<file path="src/hdl/ptss_pkg.sv">
package ptss_pkg;

  localparam int NumProcsDef = 8;
  localparam int NumSemsDef  = 8;

  localparam int UpcW = 5;
  typedef logic [UpcW-1:0] upc_t;

  typedef enum logic [2:0] {
    OP_SCHEDULE = 3'd0,
    OP_FORK     = 3'd1,
    OP_WAIT     = 3'd2,
    OP_EXIT     = 3'd3,
    OP_GETSEM   = 3'd4,
    OP_SEM_P    = 3'd5,
    OP_SEM_V    = 3'd6,
    OP_FREE     = 3'd7
  } op_e;

  typedef enum logic [1:0] {
    PS_READY   = 2'd0,
    PS_RUNNING = 2'd1,
    PS_BLOCKED = 2'd2,
    PS_DONE    = 2'd3
  } pst_e;

  typedef enum logic [1:0] {
    OC_OK   = 2'd0,
    OC_NONE = 2'd1,
    OC_FULL = 2'd2
  } outcome_e;

  // datapath action of one microstep
  typedef enum logic [4:0] {
    A_NOP, A_IDLE, A_EMIT,
    A_RD_PCUR, A_SCH_INIT, A_SCAN_RD, A_SCAN_TST, A_SCH_NONE,
    A_FORK, A_BLOCK,
    A_RD_PAR, A_EXIT_CUR, A_EXIT_PAR,
    A_GS_INIT, A_GS_RD, A_GS_TST, A_GS_NEXT,
    A_SEM_CHK, A_SEM_RD, A_P_UPD, A_V_UPD, A_V_WAKE, A_FREE
  } act_e;

  // sequencing: how the next microaddress is chosen
  typedef enum logic [2:0] {
    C_NEXT, C_ALWAYS, C_HIT, C_MISS, C_CNT_NZ, C_WAIT, C_DISPATCH
  } cond_e;

  typedef struct packed {
    act_e  act;
    cond_e cond;
    upc_t  target;
  } uword_t;

  // microprogram addresses
  localparam upc_t U_IDLE     = 5'd0;
  localparam upc_t U_FINISH   = 5'd1;
  localparam upc_t U_SCH_RD   = 5'd2;
  localparam upc_t U_SCH_INIT = 5'd3;
  localparam upc_t U_SCAN_RD  = 5'd4;
  localparam upc_t U_SCAN_TST = 5'd5;
  localparam upc_t U_SCAN_LP  = 5'd6;
  localparam upc_t U_SCH_NONE = 5'd7;
  localparam upc_t U_FORK     = 5'd8;
  localparam upc_t U_WAIT     = 5'd9;
  localparam upc_t U_EXIT_RD  = 5'd10;
  localparam upc_t U_EXIT_CUR = 5'd11;
  localparam upc_t U_EXIT_PAR = 5'd12;
  localparam upc_t U_GS_INIT  = 5'd13;
  localparam upc_t U_GS_RD    = 5'd14;
  localparam upc_t U_GS_TST   = 5'd15;
  localparam upc_t U_GS_NEXT  = 5'd16;
  localparam upc_t U_GS_END   = 5'd17;
  localparam upc_t U_P_CHK    = 5'd18;
  localparam upc_t U_P_RD     = 5'd19;
  localparam upc_t U_P_UPD    = 5'd20;
  localparam upc_t U_P_BLK    = 5'd21;
  localparam upc_t U_V_CHK    = 5'd22;
  localparam upc_t U_V_RD     = 5'd23;
  localparam upc_t U_V_UPD    = 5'd24;
  localparam upc_t U_V_WAKE   = 5'd25;
  localparam upc_t U_F_CHK    = 5'd26;
  localparam upc_t U_F_CLR    = 5'd27;

  function automatic uword_t ucode(upc_t a);
    uword_t w;
    unique case (a)
      U_IDLE:     w = '{A_IDLE,     C_DISPATCH, U_IDLE};
      U_FINISH:   w = '{A_EMIT,     C_WAIT,     U_IDLE};
      U_SCH_RD:   w = '{A_RD_PCUR,  C_NEXT,     U_IDLE};
      U_SCH_INIT: w = '{A_SCH_INIT, C_HIT,      U_SCH_NONE};
      U_SCAN_RD:  w = '{A_SCAN_RD,  C_NEXT,     U_IDLE};
      U_SCAN_TST: w = '{A_SCAN_TST, C_HIT,      U_FINISH};
      U_SCAN_LP:  w = '{A_NOP,      C_CNT_NZ,   U_SCAN_RD};
      U_SCH_NONE: w = '{A_SCH_NONE, C_ALWAYS,   U_FINISH};
      U_FORK:     w = '{A_FORK,     C_ALWAYS,   U_FINISH};
      U_WAIT:     w = '{A_BLOCK,    C_ALWAYS,   U_FINISH};
      U_EXIT_RD:  w = '{A_RD_PAR,   C_NEXT,     U_IDLE};
      U_EXIT_CUR: w = '{A_EXIT_CUR, C_NEXT,     U_IDLE};
      U_EXIT_PAR: w = '{A_EXIT_PAR, C_ALWAYS,   U_FINISH};
      U_GS_INIT:  w = '{A_GS_INIT,  C_NEXT,     U_IDLE};
      U_GS_RD:    w = '{A_GS_RD,    C_NEXT,     U_IDLE};
      U_GS_TST:   w = '{A_GS_TST,   C_HIT,      U_FINISH};
      U_GS_NEXT:  w = '{A_GS_NEXT,  C_HIT,      U_GS_RD};
      U_GS_END:   w = '{A_NOP,      C_ALWAYS,   U_FINISH};
      U_P_CHK:    w = '{A_SEM_CHK,  C_HIT,      U_FINISH};
      U_P_RD:     w = '{A_SEM_RD,   C_NEXT,     U_IDLE};
      U_P_UPD:    w = '{A_P_UPD,    C_MISS,     U_FINISH};
      U_P_BLK:    w = '{A_BLOCK,    C_ALWAYS,   U_FINISH};
      U_V_CHK:    w = '{A_SEM_CHK,  C_HIT,      U_FINISH};
      U_V_RD:     w = '{A_SEM_RD,   C_NEXT,     U_IDLE};
      U_V_UPD:    w = '{A_V_UPD,    C_MISS,     U_FINISH};
      U_V_WAKE:   w = '{A_V_WAKE,   C_ALWAYS,   U_FINISH};
      U_F_CHK:    w = '{A_SEM_CHK,  C_HIT,      U_FINISH};
      U_F_CLR:    w = '{A_FREE,     C_ALWAYS,   U_FINISH};
      default:    w = '{A_NOP,      C_ALWAYS,   U_IDLE};
    endcase
    return w;
  endfunction

  function automatic upc_t entry(op_e op);
    upc_t a;
    unique case (op)
      OP_SCHEDULE: a = U_SCH_RD;
      OP_FORK:     a = U_FORK;
      OP_WAIT:     a = U_WAIT;
      OP_EXIT:     a = U_EXIT_RD;
      OP_GETSEM:   a = U_GS_INIT;
      OP_SEM_P:    a = U_P_CHK;
      OP_SEM_V:    a = U_V_CHK;
      OP_FREE:     a = U_F_CHK;
      default:     a = U_IDLE;
    endcase
    return a;
  endfunction

endpackage

</file>
<file path="src/hdl/process_table_scheduler_semaphores_unit.sv">
// Process table scheduler with counting semaphores.
// Input channel (in_valid_i/in_ready_o) carries one item: op_i and sem_index_i.
// Output channel (out_valid_o/out_ready_i) returns exactly one result item per
// input item: outcome_o, running_process_o, result_index_o, caller_blocked_o.
// cfg_we_i/cfg_wdata_i write first_user_process; write only while idle.
// Ops run one at a time on a microcoded sequencer.
// The scans are bound by the single registered read port of the process and
// semaphore tables: each probed entry costs a read step, a test step and
// a loop step. A new item is taken in the cycle after the
// previous result is loaded into the output register.
// If the receiver stalls, the result waits in the output register; the next
// item is still accepted and runs, and only its own result step waits.
// Reset: processes 1 and 2 ready, others done, current process 0, highest
// process 2, all semaphores cleared, first_user_process 1. Reset takes effect
// at once through per-entry valid bits; there is no clearing pass.
module process_table_scheduler_semaphores_unit import ptss_pkg::*; #(
  parameter int NUM_PROCS = NumProcsDef,
  parameter int NUM_SEMS  = NumSemsDef
) (
  input  logic       clk_i,
  input  logic       rst_ni,
  input  logic       in_valid_i,
  output logic       in_ready_o,
  input  logic [2:0] op_i,
  input  logic [2:0] sem_index_i,
  output logic       out_valid_o,
  input  logic       out_ready_i,
  output logic [1:0] outcome_o,
  output logic [2:0] running_process_o,
  output logic [2:0] result_index_o,
  output logic       caller_blocked_o,
  input  logic       cfg_we_i,
  input  logic [2:0] cfg_wdata_i
);

  localparam int PW       = $clog2(NUM_PROCS);
  localparam int SW       = (NUM_SEMS > 1) ? $clog2(NUM_SEMS) : 1;
  localparam int CW       = (PW > 3) ? PW : 3;
  localparam int WQ_DEPTH = NUM_SEMS * (2 ** PW);

  typedef logic [PW-1:0]     pid_t;
  typedef logic [SW-1:0]     sid_t;
  typedef logic [PW:0]       span_t;
  typedef logic [CW:0]       wide_t;
  typedef logic signed [4:0] cnt_t;

  typedef struct packed {
    cnt_t count;
    logic in_use;
    pid_t head;
    pid_t tail;
  } sem_t;

  localparam pid_t       PID_LAST  = pid_t'(NUM_PROCS - 1);
  localparam sid_t       SID_LAST  = sid_t'(NUM_SEMS - 1);
  localparam pid_t       HIGH_RST  = (NUM_PROCS > 2) ? pid_t'(2) : PID_LAST;
  localparam logic [6:0] SEM_LIMIT = 7'(NUM_SEMS);
  localparam cnt_t       CNT_MIN   = 5'sb10000;
  localparam cnt_t       CNT_MAX   = 5'sb01111;

  function automatic pst_e pst_init(pid_t p);
    return (int'(p) == 1 || int'(p) == 2) ? PS_READY : PS_DONE;
  endfunction

  function automatic pid_t pid_inc(pid_t p);
    return (p == PID_LAST) ? '0 : p + 1'b1;
  endfunction

  // sequencer and architectural state
  upc_t       upc_q, upc_d;
  logic [2:0] first_q;
  pid_t       cur_q, cur_d;
  pid_t       high_q, high_d;

  // working registers
  logic [2:0] sem_q, sem_d;
  pid_t       ptr_q, ptr_d;
  span_t      cnt_q, cnt_d;
  sid_t       si_q, si_d;
  outcome_e   res_outcome_q, res_outcome_d;
  logic [2:0] res_index_q, res_index_d;
  logic       res_blocked_q, res_blocked_d;

  // output register
  logic       out_valid_q;
  outcome_e   out_outcome_q;
  logic [2:0] out_running_q, out_index_q;
  logic       out_blocked_q;

  // process status table
  pst_e             pst_mem [NUM_PROCS];
  logic [NUM_PROCS-1:0] pst_vld_q;
  pst_e             pst_rd_q;
  logic             pst_we, pst_re;
  pid_t             pst_wa, pst_ra;
  pst_e             pst_wd;

  // parent table
  pid_t             par_mem [NUM_PROCS];
  logic [NUM_PROCS-1:0] par_vld_q;
  pid_t             par_rd_q;
  logic             par_we, par_re;
  pid_t             par_wa, par_wd;

  // semaphore records, addressed by si_q
  sem_t             sem_mem [NUM_SEMS];
  logic [NUM_SEMS-1:0] sem_vld_q;
  sem_t             sem_rd_q;
  logic             sem_we, sem_re;
  sem_t             sem_wd;

  // wait rings, one slice of 2**PW entries per semaphore
  pid_t             wq_mem [WQ_DEPTH];
  pid_t             wq_rd_q;
  logic             wq_we, wq_re;
  logic [SW+PW-1:0] wq_wa, wq_ra;
  pid_t             wq_wd;

  uword_t uw;
  logic   hit;
  logic   out_free;
  logic   emit;
  wide_t  first_x, high_x, next_x, start_x, span_x;
  cnt_t   new_cnt;

  assign in_ready_o = (upc_q == U_IDLE);
  assign out_free   = !out_valid_q || out_ready_i;

  always_comb begin
    uw            = ucode(upc_q);
    hit           = 1'b0;
    emit          = 1'b0;
    upc_d         = upc_q;
    cur_d         = cur_q;
    high_d        = high_q;
    sem_d         = sem_q;
    ptr_d         = ptr_q;
    cnt_d         = cnt_q;
    si_d          = si_q;
    res_outcome_d = res_outcome_q;
    res_index_d   = res_index_q;
    res_blocked_d = res_blocked_q;
    pst_we        = 1'b0;
    pst_re        = 1'b0;
    pst_wa        = cur_q;
    pst_ra        = cur_q;
    pst_wd        = PS_READY;
    par_we        = 1'b0;
    par_re        = 1'b0;
    par_wa        = high_q;
    par_wd        = cur_q;
    sem_we        = 1'b0;
    sem_re        = 1'b0;
    sem_wd        = sem_rd_q;
    wq_we         = 1'b0;
    wq_re         = 1'b0;
    wq_wa         = {si_q, sem_rd_q.tail};
    wq_ra         = {si_q, sem_rd_q.head};
    wq_wd         = cur_q;
    new_cnt       = sem_rd_q.count;

    // round-robin start point and span
    first_x = wide_t'(first_q);
    high_x  = wide_t'(high_q);
    next_x  = wide_t'(cur_q) + 1'b1;
    span_x  = high_x - first_x + 1'b1;
    if (cur_q == '0 || next_x < first_x || next_x > high_x) begin
      start_x = first_x;
    end else begin
      start_x = next_x;
    end

    unique case (uw.act)
      A_IDLE: begin
        sem_d         = sem_index_i;
        res_outcome_d = OC_OK;
        res_index_d   = '0;
        res_blocked_d = 1'b0;
      end
      A_EMIT: begin
        hit  = out_free;
        emit = out_free;
      end
      A_RD_PCUR: begin
        pst_re = 1'b1;
      end
      A_SCH_INIT: begin
        // a running current process goes back to ready first
        if (pst_rd_q == PS_RUNNING) begin
          pst_we = 1'b1;
          pst_wd = PS_READY;
        end
        ptr_d = pid_t'(start_x);
        cnt_d = span_t'(span_x);
        hit   = first_x > high_x;
      end
      A_SCAN_RD: begin
        pst_re = 1'b1;
        pst_ra = ptr_q;
      end
      A_SCAN_TST: begin
        if (pst_rd_q == PS_READY) begin
          hit    = 1'b1;
          pst_we = 1'b1;
          pst_wa = ptr_q;
          pst_wd = PS_RUNNING;
          cur_d  = ptr_q;
        end else begin
          ptr_d = (ptr_q == high_q) ? pid_t'(first_q) : ptr_q + 1'b1;
          cnt_d = cnt_q - 1'b1;
        end
      end
      A_SCH_NONE: begin
        cur_d         = '0;
        res_outcome_d = OC_NONE;
      end
      A_FORK: begin
        if (high_q == PID_LAST) begin
          res_outcome_d = OC_FULL;
        end else begin
          high_d      = high_q + 1'b1;
          pst_we      = 1'b1;
          pst_wa      = high_q + 1'b1;
          pst_wd      = PS_READY;
          par_we      = 1'b1;
          par_wa      = high_q + 1'b1;
          res_index_d = 3'(high_q + 1'b1);
        end
      end
      A_BLOCK: begin
        pst_we        = 1'b1;
        pst_wd        = PS_BLOCKED;
        res_blocked_d = 1'b1;
      end
      A_RD_PAR: begin
        par_re = 1'b1;
      end
      A_EXIT_CUR: begin
        pst_we = 1'b1;
        pst_wd = PS_DONE;
      end
      A_EXIT_PAR: begin
        // parent write comes last so it wins when parent == current
        pst_we = 1'b1;
        pst_wa = par_rd_q;
        pst_wd = PS_READY;
      end
      A_GS_INIT: begin
        si_d          = '0;
        res_outcome_d = OC_NONE;
      end
      A_GS_RD: begin
        sem_re = 1'b1;
      end
      A_GS_TST: begin
        if (!sem_rd_q.in_use) begin
          hit           = 1'b1;
          sem_we        = 1'b1;
          sem_wd.in_use = 1'b1;
          res_outcome_d = OC_OK;
          res_index_d   = 3'(si_q);
        end
      end
      A_GS_NEXT: begin
        hit  = si_q != SID_LAST;
        si_d = si_q + 1'b1;
      end
      A_SEM_CHK: begin
        hit  = {4'b0000, sem_q} >= SEM_LIMIT;
        si_d = sid_t'(sem_q);
      end
      A_SEM_RD: begin
        sem_re = 1'b1;
      end
      A_P_UPD: begin
        new_cnt      = (sem_rd_q.count != CNT_MIN) ? sem_rd_q.count - 1'b1 : sem_rd_q.count;
        sem_we       = 1'b1;
        sem_wd.count = new_cnt;
        if (new_cnt[4]) begin
          hit         = 1'b1;
          sem_wd.tail = pid_inc(sem_rd_q.tail);
          wq_we       = 1'b1;
        end
      end
      A_V_UPD: begin
        new_cnt      = (sem_rd_q.count != CNT_MAX) ? sem_rd_q.count + 1'b1 : sem_rd_q.count;
        sem_we       = 1'b1;
        sem_wd.count = new_cnt;
        if (new_cnt[4] || new_cnt == '0) begin
          hit         = 1'b1;
          sem_wd.head = pid_inc(sem_rd_q.head);
          wq_re       = 1'b1;
        end
      end
      A_V_WAKE: begin
        pst_we = 1'b1;
        pst_wa = wq_rd_q;
        pst_wd = PS_READY;
      end
      A_FREE: begin
        sem_we = 1'b1;
        sem_wd = '0;
      end
      default: begin
      end
    endcase

    unique case (uw.cond)
      C_NEXT:     upc_d = upc_q + 1'b1;
      C_ALWAYS:   upc_d = uw.target;
      C_HIT:      upc_d = hit ? uw.target : upc_q + 1'b1;
      C_MISS:     upc_d = hit ? upc_q + 1'b1 : uw.target;
      C_CNT_NZ:   upc_d = (cnt_q != '0) ? uw.target : upc_q + 1'b1;
      C_WAIT:     upc_d = hit ? uw.target : upc_q;
      C_DISPATCH: upc_d = in_valid_i ? entry(op_e'(op_i)) : upc_q;
      default:    upc_d = U_IDLE;
    endcase
  end

  // control state
  always_ff @(posedge clk_i or negedge rst_ni) begin
    if (!rst_ni) begin
      upc_q       <= U_IDLE;
      first_q     <= 3'd1;
      cur_q       <= '0;
      high_q      <= HIGH_RST;
      out_valid_q <= 1'b0;
      pst_vld_q   <= '0;
      par_vld_q   <= '0;
      sem_vld_q   <= '0;
    end else begin
      upc_q  <= upc_d;
      cur_q  <= cur_d;
      high_q <= high_d;
      if (cfg_we_i) begin
        first_q <= cfg_wdata_i;
      end
      if (emit) begin
        out_valid_q <= 1'b1;
      end else if (out_ready_i) begin
        out_valid_q <= 1'b0;
      end
      if (pst_we) begin
        pst_vld_q[pst_wa] <= 1'b1;
      end
      if (par_we) begin
        par_vld_q[par_wa] <= 1'b1;
      end
      if (sem_we) begin
        sem_vld_q[si_q] <= 1'b1;
      end
    end
  end

  // working and result payload
  always_ff @(posedge clk_i) begin
    sem_q         <= sem_d;
    ptr_q         <= ptr_d;
    cnt_q         <= cnt_d;
    si_q          <= si_d;
    res_outcome_q <= res_outcome_d;
    res_index_q   <= res_index_d;
    res_blocked_q <= res_blocked_d;
    if (emit) begin
      out_outcome_q <= res_outcome_q;
      out_running_q <= 3'(cur_q);
      out_index_q   <= res_index_q;
      out_blocked_q <= res_blocked_q;
    end
  end

  // tables: one write and one registered read per cycle each;
  // an entry never written in the status, parent or semaphore table reads as its reset value
  always_ff @(posedge clk_i) begin
    if (pst_we) begin
      pst_mem[pst_wa] <= pst_wd;
    end
    if (pst_re) begin
      pst_rd_q <= pst_vld_q[pst_ra] ? pst_mem[pst_ra] : pst_init(pst_ra);
    end
  end

  always_ff @(posedge clk_i) begin
    if (par_we) begin
      par_mem[par_wa] <= par_wd;
    end
    if (par_re) begin
      par_rd_q <= par_vld_q[cur_q] ? par_mem[cur_q] : '0;
    end
  end

  always_ff @(posedge clk_i) begin
    if (sem_we) begin
      sem_mem[si_q] <= sem_wd;
    end
    if (sem_re) begin
      sem_rd_q <= sem_vld_q[si_q] ? sem_mem[si_q] : '0;
    end
  end

  always_ff @(posedge clk_i) begin
    if (wq_we) begin
      wq_mem[wq_wa] <= wq_wd;
    end
    if (wq_re) begin
      wq_rd_q <= wq_mem[wq_ra];
    end
  end

  assign out_valid_o       = out_valid_q;
  assign outcome_o         = out_outcome_q;
  assign running_process_o = out_running_q;
  assign result_index_o    = out_index_q;
  assign caller_blocked_o  = out_blocked_q;

endmodule

</file>
<file path="config.mk">
export PLATFORM = sky130hd
export DESIGN_NAME = process_table_scheduler_semaphores_unit
export DESIGN_NICKNAME = d
export VERILOG_FILES = /design/src/hdl/ptss_pkg.sv /design/src/hdl/process_table_scheduler_semaphores_unit.sv
export SDC_FILE = /design/constraint.sdc
export NUM_CORES = 1
export LEC_CHECK = 0
export BUFFER_PORTS_ARGS = -buffer_cell sky130_fd_sc_hd__clkbuf_2
export CAP_MARGIN = 30
export CORE_MARGIN = 3
export CORE_UTILIZATION = 50
export CTS_CLUSTER_SIZE = 30
export DETAILED_ROUTE_END_ITERATION = 10
export GPL_TIMING_DRIVEN = 0
export PLACE_DENSITY = 0.64
export SKIP_LAST_GASP = 1
export SLEW_MARGIN = 20
export SYNTH_ARGS = -nofsm -noshare
export SYNTH_HDL_FRONTEND = slang
export SYNTH_SLANG_ARGS = --single-unit
</file>
<file path="constraint.sdc">
create_clock -name clk_i -period 5.1 [get_ports clk_i]
set_input_delay 1.02 -clock clk_i [delete_from_list [all_inputs] [get_ports clk_i]]
set_output_delay 1.02 -clock clk_i [all_outputs]
set_load 0.02 [all_outputs]
</file>
==> flow_summary.toml, run 1 <==
[grt]
grt_pass1_vias = 11600
antenna_found_initial = 0
overflow = 0
track_usage_pct = 22.3
grt_max_degree = 81
grt_pass1_wl_um = 69500

[timing]
rsz0062_at_grt = "false"
relSlewSlack_pct = 28.9
setup_viol = 0
final_max_slew_viol_count = 0
hold_viol = 0
max_freq_mhz = 210
period_minus_slack_ps = 4760
fin_crit_sh_pct = 93.4
skew_ps = 23.1
tightestPinTransition_ps = 1050
setup-tns-final_ps = 0

[clock_network]
cts_setup_buffers = 0
numCtsBuffers = 42
htree_levels = 2
postCtsHoldBufs = 0
clock_sink_count = 415
insertion_delay_ps = 570
cts_root_buffer = "clkbuf_16"
ctsResizeCount = 0
cts_tree = "done"
path_clk_slew_ps = 60
cts_max_path_buffers = 3

[die]
io_pins = 25
die_w_um = 200
core_region_area_um2 = 37000
start_util_pct = 51.1
row_count = 70
die_h_um = 200
die-area_um2 = 40200

[routing]
drt-initial-drc-count = 1241
wl_per_cell_um = 23.4
post_drt_via_cell_ratio = 6.01
vias = 11500
antenna_left = 0
drt_pass1_iterations = 5
drc = 0
wl_um = 44800

[yosys]
synth_seq_area_share_pct = 64.9
synth_top_area_cell = "edfxtp_1"
synthFlopType = "edfxtp_1"
syn-cell-area_um2 = 18900
syn_area_per_cell_um2 = 14.5
ys_ff_latch = 415
syn_inst = 1305
yosysWarnings = 0
yosys.cell_types.count = 82
synthTopCellsByArea = "edfxtp_1 60%, mux4_2 7.6%, dfrtp_1 4.9%, nor2_1 2.8%, ha_1 2.5%"
synth.top_cell.area_share_pct = 59.7
synth_nets = 1358
synth-edff-count = 376
synthArstFlopShare_pct = 9.40

[outcome]
outcome = "finished clean"

[power]
seq_power_share_pct = 42.8
leakage_nw = 7.40
p_total_mw = 10.0
power_frac_comb_pct = 26.1
p_switching_mw = 3.17
power.internal_mw = 6.87
p_per_area_nw_per_um2 = 474
peakVddDrop_mv = 0.333
p_sw_share_pct = 31.6
p_clk_share_pct = 31.2

[placed_design]
dp_hpwl_um = 29900
io_buffers = 24
gp_congestion = 0.899
dp.cells = 1839
place_area_um2 = 19800

[setup_path]
required_ps = 5540
crit_type = "register to register"
start_kind = "register"
reg2reg_depth = 12
cp_data_arrival_time_ps = 5210
cp_max_fo = 10
endpoint_kind = "register"

[layout]
areaGrowthSynthToFinish_pct = 12.0
final_nets = 1434
drive_gt1_share_pct = 16.7
diodes = 0
design_area_um2 = 21200
fin_cells = 1915
n_fill_cell = 2945

[min_path]
hold_path.class = "register to register"
whs_path_depth = 0

[flow_run]
drv_cap = 0
-- cell usage after synthesis (all sizes together), types with 9 or more instances --
cell	n
edfxtp	376
nor2	143
nand2	69
mux4	64
a21oi	47
mux2i	46
o21ai	45
clkbuf	38
ha	38
dfrtp	37
buf	34
inv	32
nand3	28
nor3	26
or2	22
mux2	14
nor2b	14
a22o	13
a22oi	13
a211oi	12
and3	11
o22ai	10
a21o	9
-- power by group through the flow --
| stage | combinational [mW] | sequential (mW) | clock [mW] |
|---|---|---|---|
| floorplan | 1.81 | 4.31 | 0 |
| global placement | 2.50 | 4.38 | 0 |
| detailed placement | 2.58 | 4.36 | 0 |
| CTS | 2.59 | 4.29 | 3.18 |
| global route | 2.87 | 4.32 | 3.32 |
| finish | 2.62 | 4.29 | 3.13 |
-- layout by cell type, fill, tap and decap left out, types with 6 or more instances in the layout --
cell | synthesis | layout
o21ai_0 | 43 | 43
nor3_1 | 25 | 24
mux2_2 | 13 | 13
clkbuf_16 | 0 | 43
mux2i_1 | 46 | 46
bufinv_16 | 0 | 6
edfxtp_1 | 376 | 376
o22ai_1 | 10 | 10
nand3_1 | 28 | 28
nor2_1 | 143 | 137
a21o_1 | 8 | 8
a31oi_1 | 7 | 7
nor2b_1 | 14 | 14
or2_2 | 18 | 18
mux4_2 | 64 | 64
buf_1 | 14 | 14
a221oi_1 | 8 | 8
nand2_1 | 69 | 69
a22oi_1 | 13 | 13
a211oi_1 | 12 | 11
ha_1 | 38 | 38
clkbuf_1 | 38 | 50
clkinv_2 | 0 | 6
inv_1 | 31 | 31
and2_1 | 7 | 7
dfrtp_1 | 37 | 34
nor3b_1 | 7 | 6
a21boi_0 | 6 | 6
o211ai_1 | 8 | 8
a21oi_1 | 47 | 47
nand2b_1 | 8 | 8
clkbuf_2 | 0 | 24
nand3b_1 | 8 | 8
xor2_1 | 7 | 7
a2111o_1 | 6 | 6
a22o_1 | 13 | 13
buf_2 | 14 | 17
xnor2_1 | 7 | 7
nor2_2 | 0 | 6
and3_1 | 11 | 11
-- worst paths after layout --
check,start,end,slack (ps)
max in group asynchronous,rst_ni,cur_q[1]$_DFFE_PN0P_,4110
setup reg to reg,upc_q[1]$_DFFE_PN0P_,sem_vld_q[3]$_DFFE_PN0P_,340
hold / removal,res_blocked_q$_DFFE_PP_,caller_blocked_o$_DFFE_PP_,420
hold reg to reg,res_blocked_q$_DFFE_PP_,caller_blocked_o$_DFFE_PP_,420
setup / recovery,upc_q[1]$_DFFE_PN0P_,sem_vld_q[3]$_DFFE_PN0P_,340
min in group asynchronous,rst_ni,upc_q[1]$_DFFE_PN0P_,490
-- stage by stage --
step / setup slack, ps / util, % / hold slack, ps
2_1_floorplan: 1140 / - / 400
3_3_place_gp: -547 / 53.2 / 406
3_5_place_dp: 398 / 53.5 / 408
4_1_cts: 410 / 57.2 / 422
5_1_grt: 147 / 57.3 / 425
6_report: 335 / 57.3 / 422
-- logic make-up after synthesis --
family,after synthesis,share of synthesized area (%)
xor gates and xnor gates,14,0.649
AOI/OAI and AO/OA,240,9.17
and+or+nand+nor,368,9.37
adders and majority gates,39,2.62
DFF,415,64.9
muxes,124,10.9
buffers and inverters,105,2.38
-- critical path, stage by stage (launching register included) --
cell	delay (ps)
dfrtp_1	410
clkbuf_1	420
inv_1	160
ha_1	430
and3b_1	240
o21a_1	220
nor2_1	530
nor3_1	200
or2_2	380
nor2_1	780
nor3_2	310
buf_4	280
or2_2	280
-- layout make-up --
cell class / instances / area (um^2) / area share (%)
sequential: 415 / 12300 / 58.0
multi-input combinational: 785 / 6230 / 29.4
clock buffer: 56 / 1130 / 5.36
tap: 504 / 631 / 2.98
buffer: 72 / 325 / 1.54
clock inverter: 18 / 245 / 1.16
timing repair buffer: 32 / 196 / 0.928
inverter: 33 / 124 / 0.585
-- registers in the layout, indices dropped and copies added, names as in the netlist, 4 cells and up --
name,cells
wq_mem,192
sem_mem,96
par_mem,24
pst_mem,16
sem_rd_q,12
par_vld_q,8
pst_vld_q,8
sem_vld_q,8
upc_q,5
cnt_q,4
-- routing by layer --
metal | share of wire, % | up-vias | global-route usage [%]
li1 | - | 5230 | -
met1 | 44 | 5804 | 32.5
met2 | 47 | 409 | 35.2
met3 | 6.8 | 70 | 4.04
met4 | 2.3 | 0 | 5.82
met5 | 0 | - | 0
Note: power is estimated with default switching activity, not from simulation.
==> run 2: changes to the inputs <==
Settings changed: BUFFER_PORTS_ARGS -buffer_cell sky130_fd_sc_hd__clkbuf_2 to -buffer_cell sky130_fd_sc_hd__buf_2.
==> run 2 against run 1 <==
  * Utilization down 0.061 points
  * Critical path depth increased by 1
  * Non-clock buffer count rose by 5
  * Highest routed layer unchanged
  * Global-route usage shrank 0.13 points
  * Total power fell by 1.4%
==> flow_summary.toml, run 2 (synthesized netlist as in run 1, its figures left out) <==
[setup_path]
cp_max_fo = 10
required_ps = 5540
endpoint_kind = "register"
cp_data_arrival_time_ps = 5210
start_kind = "register"
crit_type = "register to register"

[power]
p_total_mw = 9.90
p_switching_mw = 3.18
leakage_nw = 7.39
p_per_area_nw_per_um2 = 468
power_frac_comb_pct = 26.6
seq_power_share_pct = 43.3
p_sw_share_pct = 32.1
peakVddDrop_mv = 0.282
power.internal_mw = 6.72
p_clk_share_pct = 30.1

[timing]
max_freq_mhz = 210
relSlewSlack_pct = 34.7
setup_viol = 0
skew_ps = 14.3
whs_ps = 375
fin_ws_ps = 331
hold_viol = 0
final_max_slew_viol_count = 0
rsz0062_at_grt = "false"
period_minus_slack_ps = 4770
setup-tns-final_ps = 0
tightestPinTransition_ps = 976
fin_crit_sh_pct = 93.5

[grt]
overflow = 0
grt_max_degree = 81
grt_pass1_wl_um = 69200
gr-usage-met3_pct = 4.67
grt_use_met2_pct = 34.7
antenna_found_initial = 0
grt_use_met1_pct = 32.2
busiest_layer = "met2"
grt_pass1_vias = 11500
track_usage_pct = 22.2

[layout]
n_fill_cell = 2960
areaGrowthSynthToFinish_pct = 11.9
mostFrequentLayoutCell = "edfxtp_1"
largest_reg_flops = 192
regMostFlops = "wq_mem"
diodes = 0
drive_gt1_share_pct = 16.8
final_nets = 1440
top_regs = "wq_mem: 192 flops, sem_mem: 96 flops, par_mem: 24 flops"
layout_common_cells = "376 x edfxtp_1, 137 x nor2_1, 69 x nand2_1, 64 x mux4_2, 49 x clkbuf_1"

[outcome]
outcome = "finished clean"

[clock_network]
numCtsBuffers = 43
cts_setup_buffers = 0
insertion_delay_ps = 560
cts_tree = "done"
cts_max_path_buffers = 3
htree_levels = 2
ctsResizeCount = 0
postCtsHoldBufs = 0
path_clk_slew_ps = 60
cts_root_buffer = "clkbuf_16"
clock_sink_count = 415

[flow_run]
drv_cap = 0

[placed_design]
io_buffers = 24
dp_hpwl_um = 30300
place_ws_ps = 417
gp_congestion = 0.891

[die]
die_h_um = 200
start_util_pct = 51.1
die-area_um2 = 40200
die_w_um = 200
core_region_area_um2 = 37000
row_count = 70
io_pins = 25

[min_path]
hold_path.class = "primary input to asynchronous set/reset pin"

[routing]
drt-initial-drc-count = 1037
drc = 0
antenna_left = 0
wl_per_cell_um = 23.2
drt_pass1_iterations = 7
post_drt_via_cell_ratio = 6.02
vias = 11600
wl_um = 44700
==> run 2: cell count changes in the layout (fill, tap and decap cells not counted), sizes merged <==
cell	before	now
clkinv	10	20
buf	41	70
bufinv	6	3
clkbuf	119	93
clkinvlp	2	0
==> run 2: power groups by stage <==
stage / Sequential, mW / Clock, mW / Combinational (mW)
2_1_floorplan: 4.31 / 0 / 1.81
3_3_place_gp: 4.38 / 0 / 2.49
3_5_place_dp: 4.36 / 0 / 2.58
4_1_cts: 4.29 / 3.04 / 2.59
5_1_grt: 4.32 / 3.18 / 2.88
6_report: 4.29 / 2.97 / 2.63
==> run 2: layout make-up <==
class                   instances  area [um^2]  area share [%]
flip-flops and latches        415        12300            58.1
multi-input cells             785         6220            29.4
clock buffers                  54         1120            5.28
well taps                     504          631            2.98
plain buffers                  72          325            1.54
repair buffers                 37          250            1.18
clock inverters                23          194           0.917
inverters                      33          124           0.586
==> run 2: metal layers <==
layer / wire length, um / up-vias / part of all wire (%)
met5: 0 / - / 0
met4: 959 / 0 / 2.1
met3: 3050 / 79 / 6.8
met2: 20800 / 390 / 47
met1: 19900 / 5848 / 44
li1: - / 5255 / -
==> run 2: path summary, 6_finish.rpt <==
| path | startpoint | to | slack [ps] | depth (start not counted) |
|---|---|---|---|---|
| hold reg to reg | res_blocked_q$_DFFE_PP_ | caller_blocked_o$_DFFE_PP_ | 430 | 0 |
| setup / recovery | upc_q[1]$_DFFE_PN0P_ | sem_vld_q[3]$_DFFE_PN0P_ | 330 | 13 |
| setup reg to reg | upc_q[1]$_DFFE_PN0P_ | sem_vld_q[3]$_DFFE_PN0P_ | 330 | 13 |
| hold / removal | rst_ni | upc_q[1]$_DFFE_PN0P_ | 370 | 1 |
| max in group asynchronous | rst_ni | high_q[1]$_DFF_PN1_ | 4170 | 2 |
| min in group clk_i | res_blocked_q$_DFFE_PP_ | caller_blocked_o$_DFFE_PP_ | 430 | 0 |
==> run 2: critical path, cell delays in order (launching register included) <==
cell	delay, ps
dfrtp_1	410
clkbuf_1	420
inv_1	160
ha_1	480
nor2b_1	130
o311a_1	340
nor2_1	230
buf_2	320
nor3_1	150
or2_2	390
nor2_1	770
nor3_2	290
buf_4	280
or2_2	280
==> run 2: through the flow <==
stage	cells	cell area, um^2	util (%)
after floorplan	1305	18900	-
after global placement	1833	19700	53.2
after detailed placement	1842	19800	53.6
after CTS	1919	21100	57.1
after global routing	1923	21100	57.2
final	1923	21100	57.2
